$ cat src/rtl/bchd_pkg.sv
// Shared types, constants and register indexes of the button click/hold detector.
package bchd_pkg;

  localparam int unsigned TimerBitsDef = 16;
  localparam int unsigned CountBitsDef = 8;

  localparam int unsigned CfgW       = 16;
  localparam int unsigned CfgIndexW  = 2;
  localparam int unsigned ClickW     = 8;
  localparam int unsigned InDataW    = 8;
  localparam int unsigned OutDataW   = 16;

  localparam logic [CfgW-1:0] HoldTimeRst     = 16'd500;
  localparam logic [CfgW-1:0] SamplePeriodRst = 16'd10;
  localparam logic            InvertRst       = 1'b1;

  typedef enum logic [CfgIndexW-1:0] {
    RegHoldTime     = 2'd0,
    RegSamplePeriod = 2'd1,
    RegInvert       = 2'd2
  } cfg_reg_e;

  typedef struct packed {
    logic [CfgW-1:0] hold_time_ms;
    logic [CfgW-1:0] sample_period_ms;
    logic            invert_input;
  } cfg_t;

  typedef struct packed {
    logic [ClickW-1:0] click_count;
    logic              hold_end_event;
    logic              toggle_event;
    logic              release_event;
    logic              press_event;
    logic              holding_now;
    logic              pressed_now;
  } result_t;

endpackage

$ cat src/rtl/bchd_core.sv
// Per-tick state update of the button detector: timers, sampling, flags and click burst.
module bchd_core import bchd_pkg::*; #(
  parameter int unsigned TIMER_BITS = TimerBitsDef,
  parameter int unsigned COUNT_BITS = CountBitsDef
) (
  input  logic    clk_i,
  input  logic    rst_ni,
  input  logic    step_i,
  input  logic    pin_level_i,
  input  cfg_t    cfg_i,
  output result_t result_o
);

  localparam int unsigned CmpW = (TIMER_BITS > CfgW) ? TIMER_BITS : CfgW;
  localparam int unsigned RepW = (COUNT_BITS > ClickW) ? COUNT_BITS : ClickW;
  localparam logic [TIMER_BITS-1:0] TimerMax = {TIMER_BITS{1'b1}};
  localparam logic [COUNT_BITS-1:0] CountMax = {COUNT_BITS{1'b1}};

  logic                  sampled_q, sampled_d;
  logic                  press_q, press_d;
  logic                  hold_q, hold_d;
  logic [COUNT_BITS-1:0] pend_q, pend_d;
  logic [TIMER_BITS-1:0] sample_q, sample_d;
  logic [TIMER_BITS-1:0] holdt_q, holdt_d;
  logic [TIMER_BITS-1:0] burst_q, burst_d;

  logic                  sample_hit, rise, done;
  logic [TIMER_BITS-1:0] sample_inc, holdt_inc, burst_inc;
  logic [COUNT_BITS-1:0] pend_mid;
  logic [RepW-1:0]       rep_wide;
  logic [ClickW-1:0]     report;

  always_comb begin
    sample_inc = (sample_q == TimerMax) ? sample_q : sample_q + 1'b1;
    holdt_inc  = (holdt_q  == TimerMax) ? holdt_q  : holdt_q + 1'b1;
    burst_inc  = (burst_q  == TimerMax) ? burst_q  : burst_q + 1'b1;

    // resample once the counter passes the period
    sample_hit = CmpW'(sample_inc) > CmpW'(cfg_i.sample_period_ms);
    sampled_d  = sample_hit ? (pin_level_i ^ cfg_i.invert_input) : sampled_q;
    sample_d   = sample_hit ? '0 : sample_inc;

    rise     = sampled_d && !press_q;
    pend_mid = rise ? ((pend_q == CountMax) ? pend_q : pend_q + 1'b1) : pend_q;
    holdt_d  = rise ? '0 : holdt_inc;
    burst_d  = rise ? '0 : burst_inc;

    done   = (pend_mid != '0) && (CmpW'(burst_d) > CmpW'(cfg_i.hold_time_ms));
    pend_d = done ? '0 : pend_mid;

    press_d = sampled_d;
    if (!sampled_d && press_q) begin
      hold_d = 1'b0;
    end else begin
      hold_d = hold_q | (sampled_d && (CmpW'(holdt_d) > CmpW'(cfg_i.hold_time_ms)));
    end

    rep_wide = done ? RepW'(pend_mid) : '0;
    if (hold_d) begin
      report = '0;
    end else if (rep_wide > RepW'(8'hFF)) begin
      report = 8'hFF;
    end else begin
      report = rep_wide[ClickW-1:0];
    end
  end

  always_comb begin
    result_o.pressed_now    = press_d;
    result_o.holding_now    = hold_d;
    result_o.press_event    = press_d && !press_q;
    result_o.release_event  = !press_d && press_q;
    result_o.toggle_event   = press_d ^ press_q;
    result_o.hold_end_event = !hold_d && hold_q;
    result_o.click_count    = report;
  end

  always_ff @(posedge clk_i or negedge rst_ni) begin
    if (!rst_ni) begin
      sampled_q <= 1'b0;
      press_q   <= 1'b0;
      hold_q    <= 1'b0;
      pend_q    <= '0;
      sample_q  <= '0;
      holdt_q   <= '0;
      burst_q   <= '0;
    end else if (step_i) begin
      sampled_q <= sampled_d;
      press_q   <= press_d;
      hold_q    <= hold_d;
      pend_q    <= pend_d;
      sample_q  <= sample_d;
      holdt_q   <= holdt_d;
      burst_q   <= burst_d;
    end
  end

endmodule

$ cat src/rtl/button_click_hold_detector.sv
// A result item appears on the master side in the cycle after its tick item is accepted.
// Throughput: one tick item per cycle when not stalled; the state update is a single registered pass.
// The input side stalls only while a result waits in the output register.
// Reset: all flags, timers and click counts clear; registers load hold time 500,
// sample period 10 and inverted input.
module button_click_hold_detector import bchd_pkg::*; #(
  parameter int unsigned TIMER_BITS = TimerBitsDef,
  parameter int unsigned COUNT_BITS = CountBitsDef
) (
  input  logic                 clk_i,
  input  logic                 rst_ni,
  input  logic                 s_axis_tvalid,
  output logic                 s_axis_tready,
  input  logic [InDataW-1:0]   s_axis_tdata,   // [0] pin_level
  output logic                 m_axis_tvalid,
  input  logic                 m_axis_tready,
  // [0] pressed_now, [1] holding_now, [2] press_event, [3] release_event,
  // [4] toggle_event, [5] hold_end_event, [13:6] click_count
  output logic [OutDataW-1:0]  m_axis_tdata,
  input  logic                 cfg_valid_i,
  output logic                 cfg_ready_o,
  input  logic [CfgIndexW-1:0] cfg_index_i,
  input  logic [CfgW-1:0]      cfg_data_i
);

  cfg_t    cfg_q;
  result_t result;
  result_t out_q;
  logic    out_valid_q;
  logic    accept;

  assign cfg_ready_o   = 1'b1;
  assign s_axis_tready = !out_valid_q || m_axis_tready;
  assign accept        = s_axis_tvalid && s_axis_tready;

  always_ff @(posedge clk_i or negedge rst_ni) begin
    if (!rst_ni) begin
      cfg_q.hold_time_ms     <= HoldTimeRst;
      cfg_q.sample_period_ms <= SamplePeriodRst;
      cfg_q.invert_input     <= InvertRst;
    end else if (cfg_valid_i) begin
      case (cfg_reg_e'(cfg_index_i))
        RegHoldTime:     cfg_q.hold_time_ms     <= cfg_data_i;
        RegSamplePeriod: cfg_q.sample_period_ms <= cfg_data_i;
        RegInvert:       cfg_q.invert_input     <= cfg_data_i[0];
        default: ;
      endcase
    end
  end

  bchd_core #(
    .TIMER_BITS(TIMER_BITS),
    .COUNT_BITS(COUNT_BITS)
  ) u_core (
    .clk_i       (clk_i),
    .rst_ni      (rst_ni),
    .step_i      (accept),
    .pin_level_i (s_axis_tdata[0]),
    .cfg_i       (cfg_q),
    .result_o    (result)
  );

  always_ff @(posedge clk_i or negedge rst_ni) begin
    if (!rst_ni) begin
      out_valid_q <= 1'b0;
    end else if (s_axis_tready) begin
      out_valid_q <= s_axis_tvalid;
    end
  end

  // hold the result while the master side stalls
  always_ff @(posedge clk_i) begin
    if (accept) begin
      out_q <= result;
    end
  end

  assign m_axis_tvalid = out_valid_q;
  assign m_axis_tdata  = {{(OutDataW - $bits(result_t)){1'b0}}, out_q};

endmodule

$ cat config.mk
export PLATFORM = sky130hd
export DESIGN_NAME = button_click_hold_detector
export DESIGN_NICKNAME = d
export VERILOG_FILES = /design/src/rtl/bchd_pkg.sv /design/src/rtl/bchd_core.sv /design/src/rtl/button_click_hold_detector.sv
export SDC_FILE = /design/constraint.sdc
export NUM_CORES = 1
export LEC_CHECK = 0
export ABC_CLOCK_PERIOD_IN_PS = 7200
export BUFFER_PORTS_ARGS = -buffer_cell sky130_fd_sc_hd__buf_2
export CAP_MARGIN = 5
export CELL_PAD_IN_SITES_DETAIL_PLACEMENT = 1
export CELL_PAD_IN_SITES_GLOBAL_PLACEMENT = 2
export CORE_ASPECT_RATIO = 0.75
export CORE_UTILIZATION = 39
export CTS_CLUSTER_SIZE = 25
export DETAILED_ROUTE_END_ITERATION = 10
export GPL_ROUTABILITY_DRIVEN = 0
export PLACE_DENSITY_LB_ADDON = 0.08
export REMOVE_ABC_BUFFERS = 1
export SYNTH_ARGS = -nofsm -noshare
export SYNTH_HDL_FRONTEND = slang
export SYNTH_SLANG_ARGS = --single-unit
$ cat constraint.sdc
create_clock -name clk_i -period 7.2 [get_ports clk_i]
set_input_delay 0.36 -clock clk_i [delete_from_list [all_inputs] [get_ports clk_i]]
set_output_delay 0.36 -clock clk_i [all_outputs]
set_load 0.01 [all_outputs]
==> results of run 1 <==
what timing repair did:
item	4_1_cts	5_1_grt
endpoints found under the setup margin	0	16
resized for setup	0	3
endpoints found under the hold margin	16	0
hold buffers	1	0
area by class of cell:
class                   instances  area (sq um)  share of cell area, %
well taps                     242         302.8                  3.869
flip-flops and latches        106          2734                  34.93
clock inverters                 5         31.28                 0.3997
multi-input cells             575          4039                  51.61
inverters                      45         168.9                  2.158
repair buffers                 49         275.3                  3.517
clock buffers                  11         275.3                  3.517
cell usage in the layout, fill, tap and decap left out, types with 14 or more instances in the layout:
cell type   n
a21oi_1    46
buf_2      38
dfrtp_1    83
edfxtp_1   14
ha_1       53
inv_1      44
mux2_2     23
mux2i_1    19
nand2_1    74
nand3_1    26
nand4_1    22
nor2_1     66
o21ai_0    28
o21ai_1    14
xnor2_1    18
xor2_1     14
routing by layer:
metal	share of wire, %	track usage (%)
met1	51	33.41
met2	44	34.66
met3	3.3	3.300
met4	0.83	4.854
met5	0	0
path summary, 6_finish.rpt:
path | from | endpoint | slack (ns) | cells past startpoint
worst max-delay path | u_core.sample_q[0] | m_axis_tdata[8] | 0.67 | 21
worst min-delay path | s_axis_tvalid | m_axis_tvalid | 0.22 | 2
worst max register to register | u_core.sample_q[0] | m_axis_tdata[8] | 0.67 | 21
worst min register to register | cfg_q[15] | cfg_q[15] | 0.51 | 1
max in group asynchronous | rst_ni | u_core.burst_q[5] | 5.49 | 3
min in group asynchronous | rst_ni | u_core.holdt_q[14] | 0.53 | 2
report_power, final:
| part | total, mW | switching, mW | leakage [nW] | internal, mW |
|---|---|---|---|---|
| Combinational | 0.945 | 0.562 | 1.98 | 0.384 |
| Clock | 0.521 | 0.244 | 0.152 | 0.277 |
| Sequential | 0.881 | 0.144 | 1.27 | 0.737 |
stage by stage:
step / worst slack [ns] / cells / total power, mW / cell area, sq um / utilization (%)
2_1_floorplan: 1.157 / 726 / 1.518 / 6903 / -
3_5_place_dp: 0.3699 / 1016 / 1.824 / 7481 / 42.24
6_report: 0.6661 / 1033 / 2.347 / 7826 / 44.19
5_1_grt: 0.1754 / 1033 / 2.525 / 7826 / 44.19
4_1_cts: 0.3219 / 1033 / 2.357 / 7797 / 44.03
3_3_place_gp: 0.5287 / 1016 / 1.755 / 7481 / 42.24
cell families (layout without fill, tap and decap cells):
| kind of cell | count (synthesis) | in the layout | share of synthesized area (%) |
|---|---|---|---|
| flops | 106 | 106 | 38.56 |
| simple gates | 270 | 270 | 19.92 |
| mux | 44 | 44 | 6.653 |
| buf+inv | 86 | 110 | 5.082 |
| other cells | 2 | 3 | 0.1059 |
| xor+xnor | 32 | 32 | 3.953 |
| fa+ha+maj | 54 | 54 | 9.529 |
| compound gates | 172 | 172 | 16.20 |
registers in the layout (all words and copies together) (netlist names):
| register | cells |
|---|---|
| cfg_q | 33 |
| u_core.burst_q | 16 |
| u_core.holdt_q | 16 |
| u_core.sample_q | 16 |
| m_axis_tdata | 14 |
| u_core.pend_q | 8 |
| m_axis_tvalid | 1 |
| u_core.hold_q | 1 |
| u_core.press_q | 1 |
==> metrics, run 1 <==
status finished clean; Critical Path Most Common Cell ha_1; Async SR Flop Fraction 86.79%; post-DR wirelength/cell 19.23 um; worst skew pair latency 0.36 ns; Tot GR Track Use 22.63%; worst hold path class input port to register; Core Rows 42; fillers 2063; CTS Root Cell clkbuf_16; vias 5842; clock skew 0.01063 ns; Lkg Pwr 3.402 nW; DRT antenna net count 0; Clock Sinks 106; Synth top area share 29.29%; Final setup viols 0; H-tree Lvls 3; RSZ-0062 raised after global routing no; Crit Path Category register to register; Post-synth top flop dfrtp_1; crit-path cells ha_1, and3_1, nand3_1, or3_1, nand4b_1, xnor2_1, ha_1, nand4_1, nor4_2, inv_1, o32ai_2, nor2_1, ha_4, buf_4, a311oi_1, ha_1, nand4_1, nor4_1, a22o_1, o31ai_4, a211oi_1; Slew HR 40.52%; minimum clock period 6.534 ns; Sum Neg Setup Slack 0 ns; antenna violations before repair 0; EDFF count, synth 14; share of cells above drive strength 1 15.55%; Cell variety after synth 82; final cycle utilization of the critical path 90.75%; Final Hold Vio Count 0; core area 17710 sq um; final hold slack 0.2171 ns; Power Density 299.9 nW/um^2; Nets 871; Die H 118.8 um; syn_area_per_cell 9.257 sq um; IO buf count 39; 1st-pass router iterations 4; CP max-delay cell or3_1; CP delay by family, top simple AND/OR/NAND/NOR gates; largest net degree at the start of global routing 59; Clk pin slew, worst setup/hold paths 0.08 ns; I/O Pins 50; critical path's largest stage delay 0.59 ns; Bufs on Longest Clock Path 2; Remaining DRCs 0; Yosys reg bits 106; post-CTS setup buffers 0; Vias/cell 5.655; final slew viol count 0; vias in the first global route 6076; mapped cell area 7091 sq um; Starting Density 40.04%; Worst Path Buf+Inv 2; Detailed Place HPWL 14600 um; Num CTS Buffers 9; Die ar. 18730 sq um; drt initial violations 304; sequential share of the synthesized area 38.56%; first-pass GRT wire length 32850 um; max-cap viol count 0; Critical Path AT 6.61 ns; Cells after Synth 766; Ys Warns 0; diode count 0; Worst Tran Pin Value 0.8895 ns; Data required, critical path 7.28 ns; CP Max Fanout 32; GRT overflow 0; CTS tree yes; crit end category register; top post-synthesis cells by area dfrtp_1 (29%), ha_1 (9.5%), edfxtp_1 (5.9%); Routed WL 19860 um; area grow syn2layout 10.38%; most common cell in the synthesized netlist dfrtp_1; Die Width 157.7 um; worst vdd ir 0.1575 mV; startpoint types register; Max Fclk 153.0 MHz; largest area contributor in the netlist dfrtp_1; top cells by count, synth dfrtp_1 (83), nand2_1 (75), nor2_1 (66)
(Power assumes the default switching activity.)
==> inputs of run 2 (changes only) <==
--- a/config.mk
+++ b/config.mk
@@ -15,6 +15,7 @@
 export CTS_CLUSTER_SIZE = 25
 export DETAILED_ROUTE_END_ITERATION = 10
 export GPL_ROUTABILITY_DRIVEN = 0
+export GPL_TIMING_DRIVEN = 0
 export PLACE_DENSITY_LB_ADDON = 0.08
 export REMOVE_ABC_BUFFERS = 1
 export SYNTH_ARGS = -nofsm -noshare
==> run 2 against run 1 <==
Net effect:
- design area shrank 0.22%
- die area is the same
- clock power shrank 5.4%
- critical path type unchanged
- largest power group unchanged
==> metrics, run 2 (synthesis results as in run 1) <==
minimum clock period 6.748 ns; fin area 7809 sq um; Remaining DRCs 0; I/O Pins 50; RSZ-0062 raised after global routing no; Power Density 295.2 nW/um^2; worst hold path class input port to async pin; Lkg Pwr 3.391 nW; DRT antenna net count 0; Tot Pwr 2.305 mW; CP max-delay cell nor4_1; post-DR wirelength/cell 18.67 um; placed inst area 7505 sq um; Slew HR 33.62%; final cycle utilization of the critical path 93.72%; Worst Tran Pin Value 0.9957 ns; Vias/cell 5.640; area grow syn2layout 10.13%; Reg power frac 38.2%; Final setup viols 0; Critical Path AT 6.83 ns; Routed WL 19250 um; Final Hold Vio Count 0; Num CTS Buffers 9; vias 5815; vias in the first global route 6035; Bufs on Longest Clock Path 2; crit end category register; startpoint types register; Die Width 157.7 um; IO buf count 39; sw power 0.9143 mW; Starting Density 40.04%; Nets 868; clock skew 0.007664 ns; Core Rows 42; worst vdd ir 0.1375 mV; CTS tree yes; 1st-pass router iterations 5; Detailed Place HPWL 14260 um; critical path's largest stage delay 0.67 ns; H-tree Lvls 3; CTS Root Cell clkbuf_16; share of cells above drive strength 1 15.10%; worst skew pair latency 0.36 ns; largest net degree at the start of global routing 53; commonest non-fill, non-tap cell in the layout dfrtp_1; Net Sw Frac 39.66%; Clk pin slew, worst setup/hold paths 0.07 ns; power share of the combinational group 40.4%; Clock power frac 21.4%; Int Pwr 1.391 mW; Die ar. 18730 sq um; drt initial violations 243; GRT overflow 0; crit-path cells ha_1, and3_1, nand3_1, nor3_1, or4b_1, xnor2_1, ha_1, nand4_1, nor4_1, nor2_1, o31a_1, nor2_1, ha_2, buf_12, nor2_1, ha_1, nand4_1, a31oi_1, o31ai_1, a22o_1, o31ai_4, a21oi_1; core area 17710 sq um; placed cell count 1012; Crit Path Category register to register; Data required, critical path 7.28 ns; Clock Sinks 106; Max Fclk 148.2 MHz; final slew viol count 0; max-cap viol count 0; Tot GR Track Use 22.09%; max FFs per register 33; antenna violations before repair 1; status finished clean; most flop-heavy register cfg_q; CP Max Fanout 43; Die H 118.8 um; commonest cells after routing, fill and taps aside dfrtp_1 (83), nand2_1 (74), nor2_1 (66); first-pass GRT wire length 32020 um; Post-Layout Cell Count 1031; Hold Buf Count CTS 0
## run 2: layout make-up
type	count	area [sq um]
Timing Repair Buffer	46	299.0
Fill cell	2067	9901
Clock inverter	1	8.758
Clock buffer	15	277.8
Multi-Input combinational cell	575	4015
Sequential cell	106	2734
Inverter	45	168.9
Tap cell	242	302.8
Antenna cell	1	2.502
## run 2: repair_timing
item                                    in CTS  in global routing
endpoints found under the setup margin       0                  5
gates resized for setup                      0                  0
buffers inserted                             0                  2
## run 2: metal layers
layer | share of wire [%] | global-route usage [%] | up-vias | wire (um)
met5 | 0 | 0 | - | 0
met4 | 0.83 | 4.794 | 0 | 159
met3 | 3.5 | 3.704 | 14 | 665
met2 | 45 | 34.17 | 83 | 8591
met1 | 51 | 32.02 | 2922 | 9834
li1 | - | - | 2796 | -
## run 2: through the flow
step           utilization (%)  hold slack (ns)  TNS [ns]  setup slack (ns)
6_report                 44.09          0.01647         0            0.4518
5_1_grt                  44.08          0.04269         0           0.03591
3_5_place_dp             42.38           0.4196         0            0.2902
3_3_place_gp             41.79           0.4904    -12.08           -0.8447
4_1_cts                  43.99          0.03581         0            0.2315
2_1_floorplan                -          0.06441         0             1.157
## run 2: power by group through the flow
stage	clock [mW]	combinational [mW]	sequential, mW
2_1_floorplan	0	0.662	0.857
6_report	0.493	0.932	0.881
4_1_cts	0.509	0.931	0.880
3_3_place_gp	0	0.863	0.878
3_5_place_dp	0	0.921	0.891
5_1_grt	0.534	1.06	0.902
## run 2: worst paths after layout
kind / from / to / slack [ns] / cells past startpoint
max: u_core.sample_q[0] / m_axis_tdata[7] / 0.45 / 22
min reg2reg: cfg_q[13] / cfg_q[13] / 0.51 / 1
min in group clk_i: s_axis_tvalid / m_axis_tvalid / 0.22 / 2
min: rst_ni / u_core.holdt_q[15] / 0.02 / 1
max reg2reg: u_core.sample_q[0] / m_axis_tdata[7] / 0.45 / 22
max in group asynchronous: rst_ni / cfg_q[22] / 6.44 / 2
## run 2: critical path, delay by kind of cell, from the launching register on
| kind | cells | cell delay, ns |
|---|---|---|
| and+or+nand+nor | 10 | 2.66 |
| adders and majority gates | 4 | 1.42 |
| buffers and inverters | 1 | 0.27 |
| DFF | 1 | 0.43 |
| AOI/OAI and AO/OA | 6 | 1.47 |
| xor gates and xnor gates | 1 | 0.18 |
==> inputs of run 3 (changes only) <==
--- a/config.mk
+++ b/config.mk
@@ -5,13 +5,13 @@
 export SDC_FILE = /design/constraint.sdc
 export NUM_CORES = 1
 export LEC_CHECK = 0
-export ABC_CLOCK_PERIOD_IN_PS = 7200
+export ABC_CLOCK_PERIOD_IN_PS = 6000
 export BUFFER_PORTS_ARGS = -buffer_cell sky130_fd_sc_hd__buf_2
 export CAP_MARGIN = 5
 export CELL_PAD_IN_SITES_DETAIL_PLACEMENT = 1
 export CELL_PAD_IN_SITES_GLOBAL_PLACEMENT = 2
 export CORE_ASPECT_RATIO = 0.75
-export CORE_UTILIZATION = 39
+export CORE_UTILIZATION = 35
 export CTS_CLUSTER_SIZE = 25
 export DETAILED_ROUTE_END_ITERATION = 10
 export GPL_ROUTABILITY_DRIVEN = 0
==> constraint.sdc (replaced) <==
create_clock -name clk_i -period 6 [get_ports clk_i]
set_input_delay 0.3 -clock clk_i [delete_from_list [all_inputs] [get_ports clk_i]]
set_output_delay 0.3 -clock clk_i [all_outputs]
set_load 0.01 [all_outputs]
==> run 3 against run 2 <==
Net effect:
- the flow now finishes with violations (DRC)
- via count is 0.57% higher
- hold slack improved by 0.15 ns
- clock power rose by 20%
- register-to-register slack got worse by 0.11 ns
- design area up 3.9%
- sequential share of layout area down 1.3 points
- power grew 25%
- first-iteration DRC count is 7.8% higher
- critical path depth stayed put
- critical endpoint is now m_axis_tdata[13]
- highest routed layer unchanged
==> metrics, run 3 (synthesis results as in run 1) <==
status finished with violations; failing checks DRC; first-pass GRT wire length 33150 um; largest net degree at the start of global routing 71; DRT antenna net count 0; commonest cells after routing, fill and taps aside dfrtp_1 (83), nand2_1 (74), nor2_1 (65); minimum clock period 5.660 ns; Max Fclk 176.7 MHz; GR Util met3 3.324%; CP Launch Point u_core.sample_q[0]; fillers 2265; crit-path cells ha_1, and3_1, nand3_2, nor3_1, or4b_4, xnor2_2, ha_1, nand4_1, buf_4, a2111oi_4, buf_4, o31a_2, nor2_2, ha_4, buf_12, nor3_1, ha_1, nand2_1, nor4_4, o311ai_2, a22o_2, a211oi_1; area grow syn2layout 14.40%; CP delay by family, top simple AND/OR/NAND/NOR gates; Worst Tran Pin Value 0.9101 ns; Worst Path Buf+Inv 3; Lkg Pwr 3.540 nW; clock skew 0.01049 ns; Die H 125.3 um; Bufs on Longest Clock Path 2; Vias/cell 5.517; Routed WL 20530 um; drt initial violations 262; final cycle utilization of the critical path 94.33%; crit end category register; I/O Pins 50; Core Rows 44; diode count 0; setup slack, reg-to-reg 0.34 ns; antenna violations before repair 0; Worst Hold Launch cfg_data_i[5]; H-tree Lvls 3; CTS tree yes; commonest non-fill, non-tap cell in the layout dfrtp_1; vias 5848; Detailed Place HPWL 14490 um; Tot Pwr 2.890 mW; critical path's largest stage delay 0.56 ns; Reg-to-Reg Start u_core.sample_q[0]; Power Density 356.3 nW/um^2; M1 GR Usage 29.65%; Top Usage Layer GRT met2; hold depth 3; CTS Root Cell clkbuf_16; Sum Neg Setup Slack 0 ns; Worst Hold Path EP cfg_q[22]; Tot GR Track Use 20.41%; GRT overflow 0; Clock Sinks 106; Data required, critical path 6.18 ns; Slew HR 39.14%; Num CTS Buffers 9; Final Hold Vio Count 0; worst vdd ir 0.1811 mV; IO buf count 39; max FFs per register 33; most flop-heavy register cfg_q; worst skew pair latency 0.36 ns; share of cells above drive strength 1 19.08%; r2r endpoint m_axis_tdata[13]; Die Width 166.4 um; core area 19600 sq um; CP max-delay cell or4b_4; CP Max Fanout 35; post-DR wirelength/cell 19.36 um; vias in the first global route 6005; Multi-input gate area 4160 sq um; met2 Resource Use GR 31.74%; Die ar. 20840 sq um; final slew viol count 0; Remaining DRCs 1; 1st-pass router iterations 7; startpoint types register; Crit Path Category register to register; max-cap viol count 0; Critical Path Most Common Cell ha_1; Clk pin slew, worst setup/hold paths 0.08 ns; Final setup viols 0; worst hold path class input port to register; Nets 887; Critical Path AT 5.84 ns; Starting Density 36.18%; R2R depth 22; total area of sequential cells 2734 sq um
[run 3: cell types whose count changed in the layout (fill, tap and decap cells not counted), sizes merged]
cell,previous run,this run
buf,46,63
clkbuf,15,9
clkinv,2,7
diode,1,0
dlygate4sd3,0,1
inv,44,45
o31ai,14,15
[run 3: through the flow]
step	instances	hold slack (ns)	area (sq um)	worst slack (ns)	util [%]
after global placement	1018	0.4891	7415	-1.992	37.83
after detailed placement	1023	0.2991	7523	-0.8448	38.39
final	1060	0.1649	8112	0.3404	41.39
after floorplan	726	0.004409	6903	-0.04295	-
after CTS	1054	0.1545	8024	0.05078	40.94
after global routing	1060	0.1661	8112	-0.02032	41.39
[run 3: worst register-to-register path: stages, from the launching register on]
cell and delay, ns:
dfrtp_1 0.43, ha_1 0.23, and3_1 0.22, nand3_2 0.15, nor3_1 0.12, or4b_4 0.57
xnor2_2 0.22, ha_1 0.29, nand4_1 0.08, buf_4 0.15, a2111oi_4 0.04, buf_4 0.18
o31a_2 0.37, nor2_2 0.20, ha_4 0.22, buf_12 0.20, nor3_1 0.13, ha_1 0.31
nand2_1 0.11, nor4_4 0.41, o311ai_2 0.21, a22o_2 0.39, a211oi_1 0.25
[run 3: timing repair]
item,in CTS,in global routing
pin swaps,7,6
endpoints found under the setup margin,18,18
gates resized for setup,13,7
endpoints found under the hold margin,30,0
setup buffers,13,6
gates cloned,1,0
hold buffers,1,0
[run 3: final cells by class]
cell class,count,area share (%)
clock buffers,9,2.776
clock inverters,7,0.6633
inverters,45,2.082
multi-input cells,576,51.29
flip-flops and latches,106,33.70
well taps,253,3.903
repair buffers,64,5.584
[run 3: worst max-delay path by stage]
stage | endpoint | slack [ns] | depth (start not counted)
after detailed placement | m_axis_tdata[10] | -0.84 | 21
after global placement | u_core.pend_q[1] | -1.99 | 20
after floorplan | u_core.pend_q[1] | -0.04 | 20
after global routing | m_axis_tdata[13] | -0.02 | 25
after CTS | m_axis_tdata[8] | 0.05 | 23
final | m_axis_tdata[13] | 0.34 | 22
[run 3: power by group]
part           switching (mW)  internal [mW]
clock network           0.305          0.286
registers               0.172          0.884
logic                   0.720          0.524
[run 3: routing by layer]
metal	up-vias	share of wire, %
li1	2837	-
met1	2924	52
met2	70	44
met3	17	2.6
met4	0	1.3
met5	-	0
